File: src/rtl/lkv_pkg.sv
// lkv_pkg: shared constants, codes and the wave record handed between cache cells.
// No dependencies; used by every module of the LRU key-value cache.
`timescale 1ns / 1ps
package lkv_pkg;

  localparam int ENTRIES_DEF = 16;
  localparam int KEY_W       = 32;
  localparam int VAL_W       = 32;
  localparam int CAP_W       = 5;
  localparam int ADDR_W      = 3;
  localparam int DATA_W      = 32;

  localparam logic [CAP_W-1:0] CAP_RESET = 5'd16;

  localparam logic ACT_LOOKUP = 1'b0;
  localparam logic ACT_WRITE  = 1'b1;

  // register index, taken from the word part of paddr
  localparam logic REG_CAPACITY = 1'b0;

  typedef struct packed {
    logic             valid;
    logic             done;
    logic             evict;
    logic [KEY_W-1:0] key;
    logic [VAL_W-1:0] value;
  } wave_t;

endpackage

File: src/rtl/lru_key_value_cache_unit.sv
// LRU key-value cache: the recency chain of lkv_cell entries plus request control.
// Depends on lkv_pkg and lkv_cell.
//
// Usage: requests enter on the s_ stream (s_tuser = action, 0 lookup / 1 write;
// s_tdata = lookup_key then write_value). One result per request leaves on the
// m_ stream (m_tuser = found, m_tdata = read_value). The APB port holds the
// capacity register at address 0 (values 0 and above ENTRIES are clamped).
// Entries are kept most recent first along a chain of cells. A request first
// enters a compare state in which every cell checks its key at once; a lookup
// miss then finishes. Any other request launches a wave that walks the chain
// one cell per cycle, shifting entries down until it reaches the hit, a free
// cell or the victim, and waits in the sweep state until the wave leaves the
// end of the chain. One request is in work at a time, so no new request is
// taken before the last one is finished; the sweep time is set by the chain length.
// s_tready is high only while no request is in work; a finished result sits in
// the output register while the next request is taken. If m_tready stays low,
// the next result waits in its last stage until the register frees up.
// Reset empties the store, sets capacity to 16 and drops any pending beat.
`timescale 1ns / 1ps
module lru_key_value_cache_unit #(
  parameter int ENTRIES = lkv_pkg::ENTRIES_DEF
) (
  input  logic                       clk,
  input  logic                       rst,
  input  logic                       s_tvalid,
  output logic                       s_tready,
  input  logic [63:0]                s_tdata,   // [31:0] lookup_key, [63:32] write_value
  input  logic                       s_tuser,   // [0] action
  output logic                       m_tvalid,
  input  logic                       m_tready,
  output logic [31:0]                m_tdata,   // [31:0] read_value
  output logic                       m_tuser,   // [0] found
  input  logic                       psel,
  input  logic                       penable,
  input  logic                       pwrite,
  input  logic [lkv_pkg::ADDR_W-1:0] paddr,
  input  logic [lkv_pkg::DATA_W-1:0] pwdata,
  output logic [lkv_pkg::DATA_W-1:0] prdata,
  output logic                       pready
);
  import lkv_pkg::*;

  localparam int IW   = (ENTRIES > 1) ? $clog2(ENTRIES) : 1;
  localparam int CNTW = $clog2(ENTRIES + 1);
  localparam int WW   = (CNTW > CAP_W) ? CNTW : CAP_W;

  localparam logic [1:0] ST_IDLE  = 2'd0;
  localparam logic [1:0] ST_CMP   = 2'd1;
  localparam logic [1:0] ST_SWEEP = 2'd2;
  localparam logic [1:0] ST_FIN   = 2'd3;

  logic [1:0]       state;
  logic             req_act;
  logic [KEY_W-1:0] req_key;
  logic [VAL_W-1:0] req_val;
  logic             res_found;
  logic [VAL_W-1:0] res_value;
  logic [CNTW-1:0]  count;
  logic [CAP_W-1:0] capacity;

  wave_t            chain [ENTRIES+1];
  logic [ENTRIES-1:0] match_vec;
  logic [VAL_W-1:0] cell_value [ENTRIES];

  logic             found;
  logic [VAL_W-1:0] hit_value;
  logic [WW-1:0]    cap_eff;
  logic             full;
  logic             evict;
  logic [IW-1:0]    victim;
  logic             load_out;

  // chain of cells
  for (genvar i = 0; i < ENTRIES; i++) begin : g_cell
    lkv_cell #(.ENTRIES(ENTRIES), .INDEX(i)) u_cell (
      .clk      (clk),
      .rst      (rst),
      .wave_in  (chain[i]),
      .wave_out (chain[i+1]),
      .req_key  (req_key),
      .victim   (victim),
      .match    (match_vec[i]),
      .value    (cell_value[i])
    );
  end

  always_comb begin
    hit_value = '0;
    for (int i = 0; i < ENTRIES; i++) begin
      hit_value = hit_value | (cell_value[i] & {VAL_W{match_vec[i]}});
    end
  end

  assign found = |match_vec;

  always_comb begin
    priority if (capacity == '0) begin
      cap_eff = WW'(1);
    end else if (WW'(capacity) > WW'(ENTRIES)) begin
      cap_eff = WW'(ENTRIES);
    end else begin
      cap_eff = WW'(capacity);
    end
  end

  assign full   = WW'(count) >= cap_eff;
  assign evict  = (req_act == ACT_WRITE) && !found && full;
  assign victim = IW'(count - CNTW'(1));

  always_comb begin
    chain[0].valid = (state == ST_CMP) && ((req_act == ACT_WRITE) || found);
    chain[0].done  = 1'b0;
    chain[0].evict = evict;
    chain[0].key   = req_key;
    chain[0].value = (req_act == ACT_WRITE) ? req_val : hit_value;
  end

  assign s_tready = (state == ST_IDLE);
  assign load_out = (state == ST_FIN) && (!m_tvalid || m_tready);

  always_ff @(posedge clk) begin
    if (rst) begin
      state <= ST_IDLE;
      count <= '0;
    end else begin
      unique case (state)
        ST_IDLE: begin
          if (s_tvalid) state <= ST_CMP;
        end
        ST_CMP: begin
          if ((req_act == ACT_WRITE) && !found && !full) count <= count + CNTW'(1);
          state <= ((req_act == ACT_WRITE) || found) ? ST_SWEEP : ST_FIN;
        end
        ST_SWEEP: begin
          if (chain[ENTRIES].valid) state <= ST_FIN;
        end
        ST_FIN: begin
          if (load_out) state <= ST_IDLE;
        end
        default: state <= ST_IDLE;
      endcase
    end
  end

  always_ff @(posedge clk) begin
    if (s_tvalid && s_tready) begin
      req_act <= s_tuser;
      req_key <= s_tdata[KEY_W-1:0];
      req_val <= s_tdata[KEY_W+VAL_W-1:KEY_W];
    end
    if (state == ST_CMP) begin
      res_found <= found;
      if (req_act == ACT_WRITE) begin
        res_value <= '0;
      end else begin
        res_value <= found ? hit_value : '1;
      end
    end
  end

  // output register
  always_ff @(posedge clk) begin
    if (rst) begin
      m_tvalid <= 1'b0;
    end else if (load_out) begin
      m_tvalid <= 1'b1;
    end else if (m_tready) begin
      m_tvalid <= 1'b0;
    end
  end

  always_ff @(posedge clk) begin
    if (load_out) begin
      m_tuser <= res_found;
      m_tdata <= res_value;
    end
  end

  // configuration
  always_ff @(posedge clk) begin
    if (rst) begin
      capacity <= CAP_RESET;
    end else if (psel && penable && pwrite && (paddr[2] == REG_CAPACITY)) begin
      capacity <= pwdata[CAP_W-1:0];
    end
  end

  assign pready = 1'b1;
  assign prdata = (paddr[2] == REG_CAPACITY) ? DATA_W'(capacity) : '0;

endmodule

File: src/rtl/lkv_cell.sv
// lkv_cell: one entry of the recency-ordered chain (key, value, valid).
// Depends on lkv_pkg. A passing wave shifts the entry one place down until it stops.
`timescale 1ns / 1ps
module lkv_cell #(
  parameter int ENTRIES = lkv_pkg::ENTRIES_DEF,
  parameter int INDEX   = 0,
  localparam int IW     = (ENTRIES > 1) ? $clog2(ENTRIES) : 1
) (
  input  logic                     clk,
  input  logic                     rst,
  input  lkv_pkg::wave_t           wave_in,
  output lkv_pkg::wave_t           wave_out,
  input  logic [lkv_pkg::KEY_W-1:0] req_key,
  input  logic [IW-1:0]            victim,
  output logic                     match,
  output logic [lkv_pkg::VAL_W-1:0] value
);
  import lkv_pkg::*;

  logic             valid;
  logic [KEY_W-1:0] key;
  logic             stop;
  logic             take;

  assign match = valid && (key == req_key);
  assign stop  = !valid || (key == req_key) || (wave_in.evict && (victim == IW'(INDEX)));
  assign take  = wave_in.valid && !wave_in.done;

  always_ff @(posedge clk) begin
    if (rst) begin
      valid          <= 1'b0;
      wave_out.valid <= 1'b0;
      wave_out.done  <= 1'b0;
      wave_out.evict <= 1'b0;
    end else begin
      wave_out.valid <= wave_in.valid;
      wave_out.evict <= wave_in.evict;
      if (take) begin
        valid         <= 1'b1;
        wave_out.done <= stop;
      end else begin
        wave_out.done <= wave_in.done;
      end
    end
    if (take) begin
      key            <= wave_in.key;
      value          <= wave_in.value;
      wave_out.key   <= key;
      wave_out.value <= value;
    end
  end

endmodule

File: config.mk
export PLATFORM = sky130hd
export DESIGN_NAME = lru_key_value_cache_unit
export DESIGN_NICKNAME = d
export VERILOG_FILES = /design/src/rtl/lkv_pkg.sv /design/src/rtl/lru_key_value_cache_unit.sv /design/src/rtl/lkv_cell.sv
export SDC_FILE = /design/constraint.sdc
export NUM_CORES = 2
export LEC_CHECK = 0
export ABC_AREA = 1
export ABC_CLOCK_PERIOD_IN_PS = 6800
export BUFFER_PORTS_ARGS = -buffer_cell sky130_fd_sc_hd__clkbuf_2
export CAP_MARGIN = 0
export CORE_MARGIN = 4
export CORE_UTILIZATION = 45
export CTS_CLUSTER_SIZE = 12
export DETAILED_ROUTE_END_ITERATION = 8
export MAX_ROUTING_LAYER = met4
export SYNTH_ARGS = -nofsm -noshare
export SYNTH_HDL_FRONTEND = slang
export SYNTH_SLANG_ARGS = --single-unit
File: constraint.sdc
create_clock -name clk -period 6.8 [get_ports clk]
set_input_delay 0.34 -clock clk [delete_from_list [all_inputs] [get_ports clk]]
set_output_delay 0.34 -clock clk [all_outputs]
set_load 0.005 [all_outputs]
==> results_dict.tcl <==
set metrics [dict create \
    synthArstFlopShare 0 \
    setup_viol 0 \
    power_uw 28200 \
    area_growth_pct 12.3 \
    placedCellCount 7393 \
    crit_slowest_cell "edfxtp_1" \
    crit_top_cell "nand2_1" \
    startpoint "req_key[29]" \
    antenna_found_initial 2 \
    grt_max_degree 130 \
    ctsHoldBuffers 71 \
    cp-start-kind "flip-flop" \
    rsz0062_at_grt "no" \
    slew_violations 0 \
    avgRoutedWirePerCell_um 22.0 \
    ys.flop_type "edfxtp_1" \
    final_layout_size_suffix_gt1_frac 0.0934 \
    crit_path_max_fanout 47 \
    cp.depth 14 \
    tightest_slew_ns 1.20 \
    place_worst_setup_slack_ns 1.73 \
    synth_edf_count 2115 \
    status "finished, final reports clean" \
    critPathMaxStageDelay_ns 0.92 \
    initial_core_util 0.455 \
    fin_skew_ns 0.0260 \
    drtIter0Drc 3541 \
    ys_ff_latch 2189 \
    fin_crit_sh 0.749 \
    peakVddDrop_v 0.000223 \
    required_ns 7.28 \
    die_area_um2 183000 \
    cts_tree "built" \
    nets 5477 \
    clock_path_buffers 3 \
    grt_pass1_wl_um 255000 \
    h-tree-depth 4 \
    timing.rr.start "req_key[29]" \
    die_w_um 428 \
    stdcell_count 7809 \
    gr-total-overflow 0 \
    maxCapViolCount 0 \
    period_needed_ns 5.09 \
    hpwl_um 104000 \
    cts_buffers 214 \
    clkTransAtPathRegs_ns 0.06 \
    place_congestion 0.829 \
    leakage_uw 0.0303 \
    synth_area_um2 79500 \
    die_h_um 428 \
    holdPathStages 4 \
    layout_common_cells "2115 x edfxtp_1, 1273 x nand2_1, 428 x xnor2_1" \
    seq_area_frac_synth 0.818 \
    clk_latency_ns 0.83 \
    post_cts_buffers 0 \
    timing.slew.headroom 0.202 \
    drtAntennaViolNets 0 \
    cp.buffers_inverters 2 \
    synth_cell_types 42 \
    vias_per_cell 5.05 \
    min-delay-start "s_tvalid" \
    path_class "reg -> reg" \
    final_common_cell "edfxtp_1" \
    rows 153 \
    core_um2 175000 \
    hold_class "in -> reg" \
    drc 0 \
    path_cells "xnor2_1 > nand2_1 > nor2_1 > nand2_1 > nor2_1 > nand3_1 > nand2_1 > nor2_1 > nand2_2 > nor2_8 > nand2_4 > nand2_1 > inv_6 > buf_12" \
    synthCells 5005 \
    cp_top_family "simple AND/OR/NAND/NOR gates" \
    yosys_warnings 0 \
    avgSynthCellArea_um2 15.9 \
    setup_ws_ns 1.71 \
    utilization 0.511 \
    grt_use_total 0.192 \
    fin_tns_setup_ns 0 \
    reg2reg_depth 14 \
    cts_resized 0 \
    endpoint_kind "flip-flop" \
    fmax_ghz 0.196 \
    ioPinCount 175 \
    arrival_ns 5.57 \
    p_per_area_nw_per_um2 316 \
    routed_wl_um 172000 \
    cts_root_buffer "clkbuf_16" \
    grt_pass1_vias 39700 \
    dr_total_vias 39400 \
    first_pass_iters 5 \
    hold_viol_final 0 \
    clkSinkCount 2189 \
    place.port_buffers 117 \
]
[area by class of cell]
class | count | area (um2)
Sequential cell | 2189 | 65000
Multi-Input combinational cell | 2438 | 12300
Tap cell | 2325 | 2910
Clock buffer | 293 | 5800
Antenna cell | 2 | 5.00
Clock inverter | 50 | 373
Fill cell | 14400 | 85500
Timing Repair Buffer | 270 | 1960
Inverter | 242 | 915
[routing by layer]
| layer | routed length, um | up-vias | part of all wire | global-route usage |
|---|---|---|---|---|
| met5 | 0 | - | 0 | - |
| met4 | 5770 | 0 | 0.034 | 0.0663 |
| met3 | 11200 | 276 | 0.065 | 0.0326 |
| met2 | 82500 | 1281 | 0.48 | 0.304 |
| met1 | 72500 | 19900 | 0.42 | 0.254 |
| li1 | - | 18000 | - | - |
[through the flow]
step                cell area [um2]  hold slack (ns)
floorplan                     79600            0.400
global placement              82400            0.400
detailed placement            82400            0.405
CTS                           89200           0.0273
global route                  89200           0.0876
finish                        89200           0.0757
[logic make-up after synthesis]
| family | after synthesis | share of synthesized area |
|---|---|---|
| DFF | 2189 | 0.818 |
| and+or+nand+nor | 1862 | 0.0938 |
| xor gates and xnor gates | 432 | 0.0478 |
| buffers and inverters | 404 | 0.0303 |
| AOI/OAI and AO/OA | 101 | 0.00781 |
| adders and majority gates | 15 | 0.00236 |
| other | 2 | 0.0000945 |
[worst register-to-register path, stage by stage, from the launching register on]
cell      delay, ns
edfxtp_1       0.92
xnor2_1        0.19
nand2_1        0.09
nor2_1         0.15
nand2_1        0.07
nor2_1         0.37
nand3_1        0.80
nand2_1        0.26
nor2_1         0.08
nand2_2        0.12
nor2_8         0.07
nand2_4        0.47
nand2_1        0.29
inv_6          0.44
buf_12         0.35
[sequential cells by signal, summed over array words and instances (netlist names)]
signal,flops
req_val,32
req_key,32
capacity,5
g_cell.u_cell.value,512
m_tuser,1
m_tdata,32
g_cell.u_cell.key,512
count,5
g_cell.u_cell.wave_out,1005
state,2
res_value,32
res_found,1
g_cell.u_cell.valid,16
m_tvalid,1
req_act,1
[final timing paths]
check	endpoint	slack (ns)
max	g_cell[0].u_cell.key[7]	1.71
min	state[1]	0.08
max reg2reg	g_cell[0].u_cell.key[7]	1.71
min reg2reg	g_cell[1].u_cell.key[27]	0.40
[power breakdown]
part,switching (uW),internal (uW)
logic,1290,667
clock network,4780,6000
registers,234,15300
total,6310,21900
[cells in the mapped netlist, types with 2 or more instances]
cell type	n	area [um2]
buf_8	13	195
or2_1	4	25.0
o21ai_1	20	100
nand2_2	2	12.5
nand4_1	46	288
nor2_4	2	22.5
nor4_1	4	25.0
buf_2	17	85.1
ha_1	15	188
xor2_1	2	17.5
o21bai_1	2	15.0
buf_4	57	428
nor2_2	10	62.6
inv_1	226	848
o22ai_1	7	43.8
nor2_1	375	1410
buf_12	6	120
edfxtp_1	2115	63500
a21oi_1	32	160
dfxtp_1	74	1480
buf_6	55	619
nand3_2	9	90.1
nand3_4	2	35.0
inv_2	15	56.3
nand3_1	123	616
a211oi_1	2	15.0
clkbuf_1	14	52.6
nand2_1	1273	4780
conb_1	2	7.51
xnor2_1	428	3750
o2bb2ai_1	25	219
nor3b_1	3	22.5
nor3_1	5	25.0
o21ai_0	12	60.1
(Power assumes the default switching activity.)
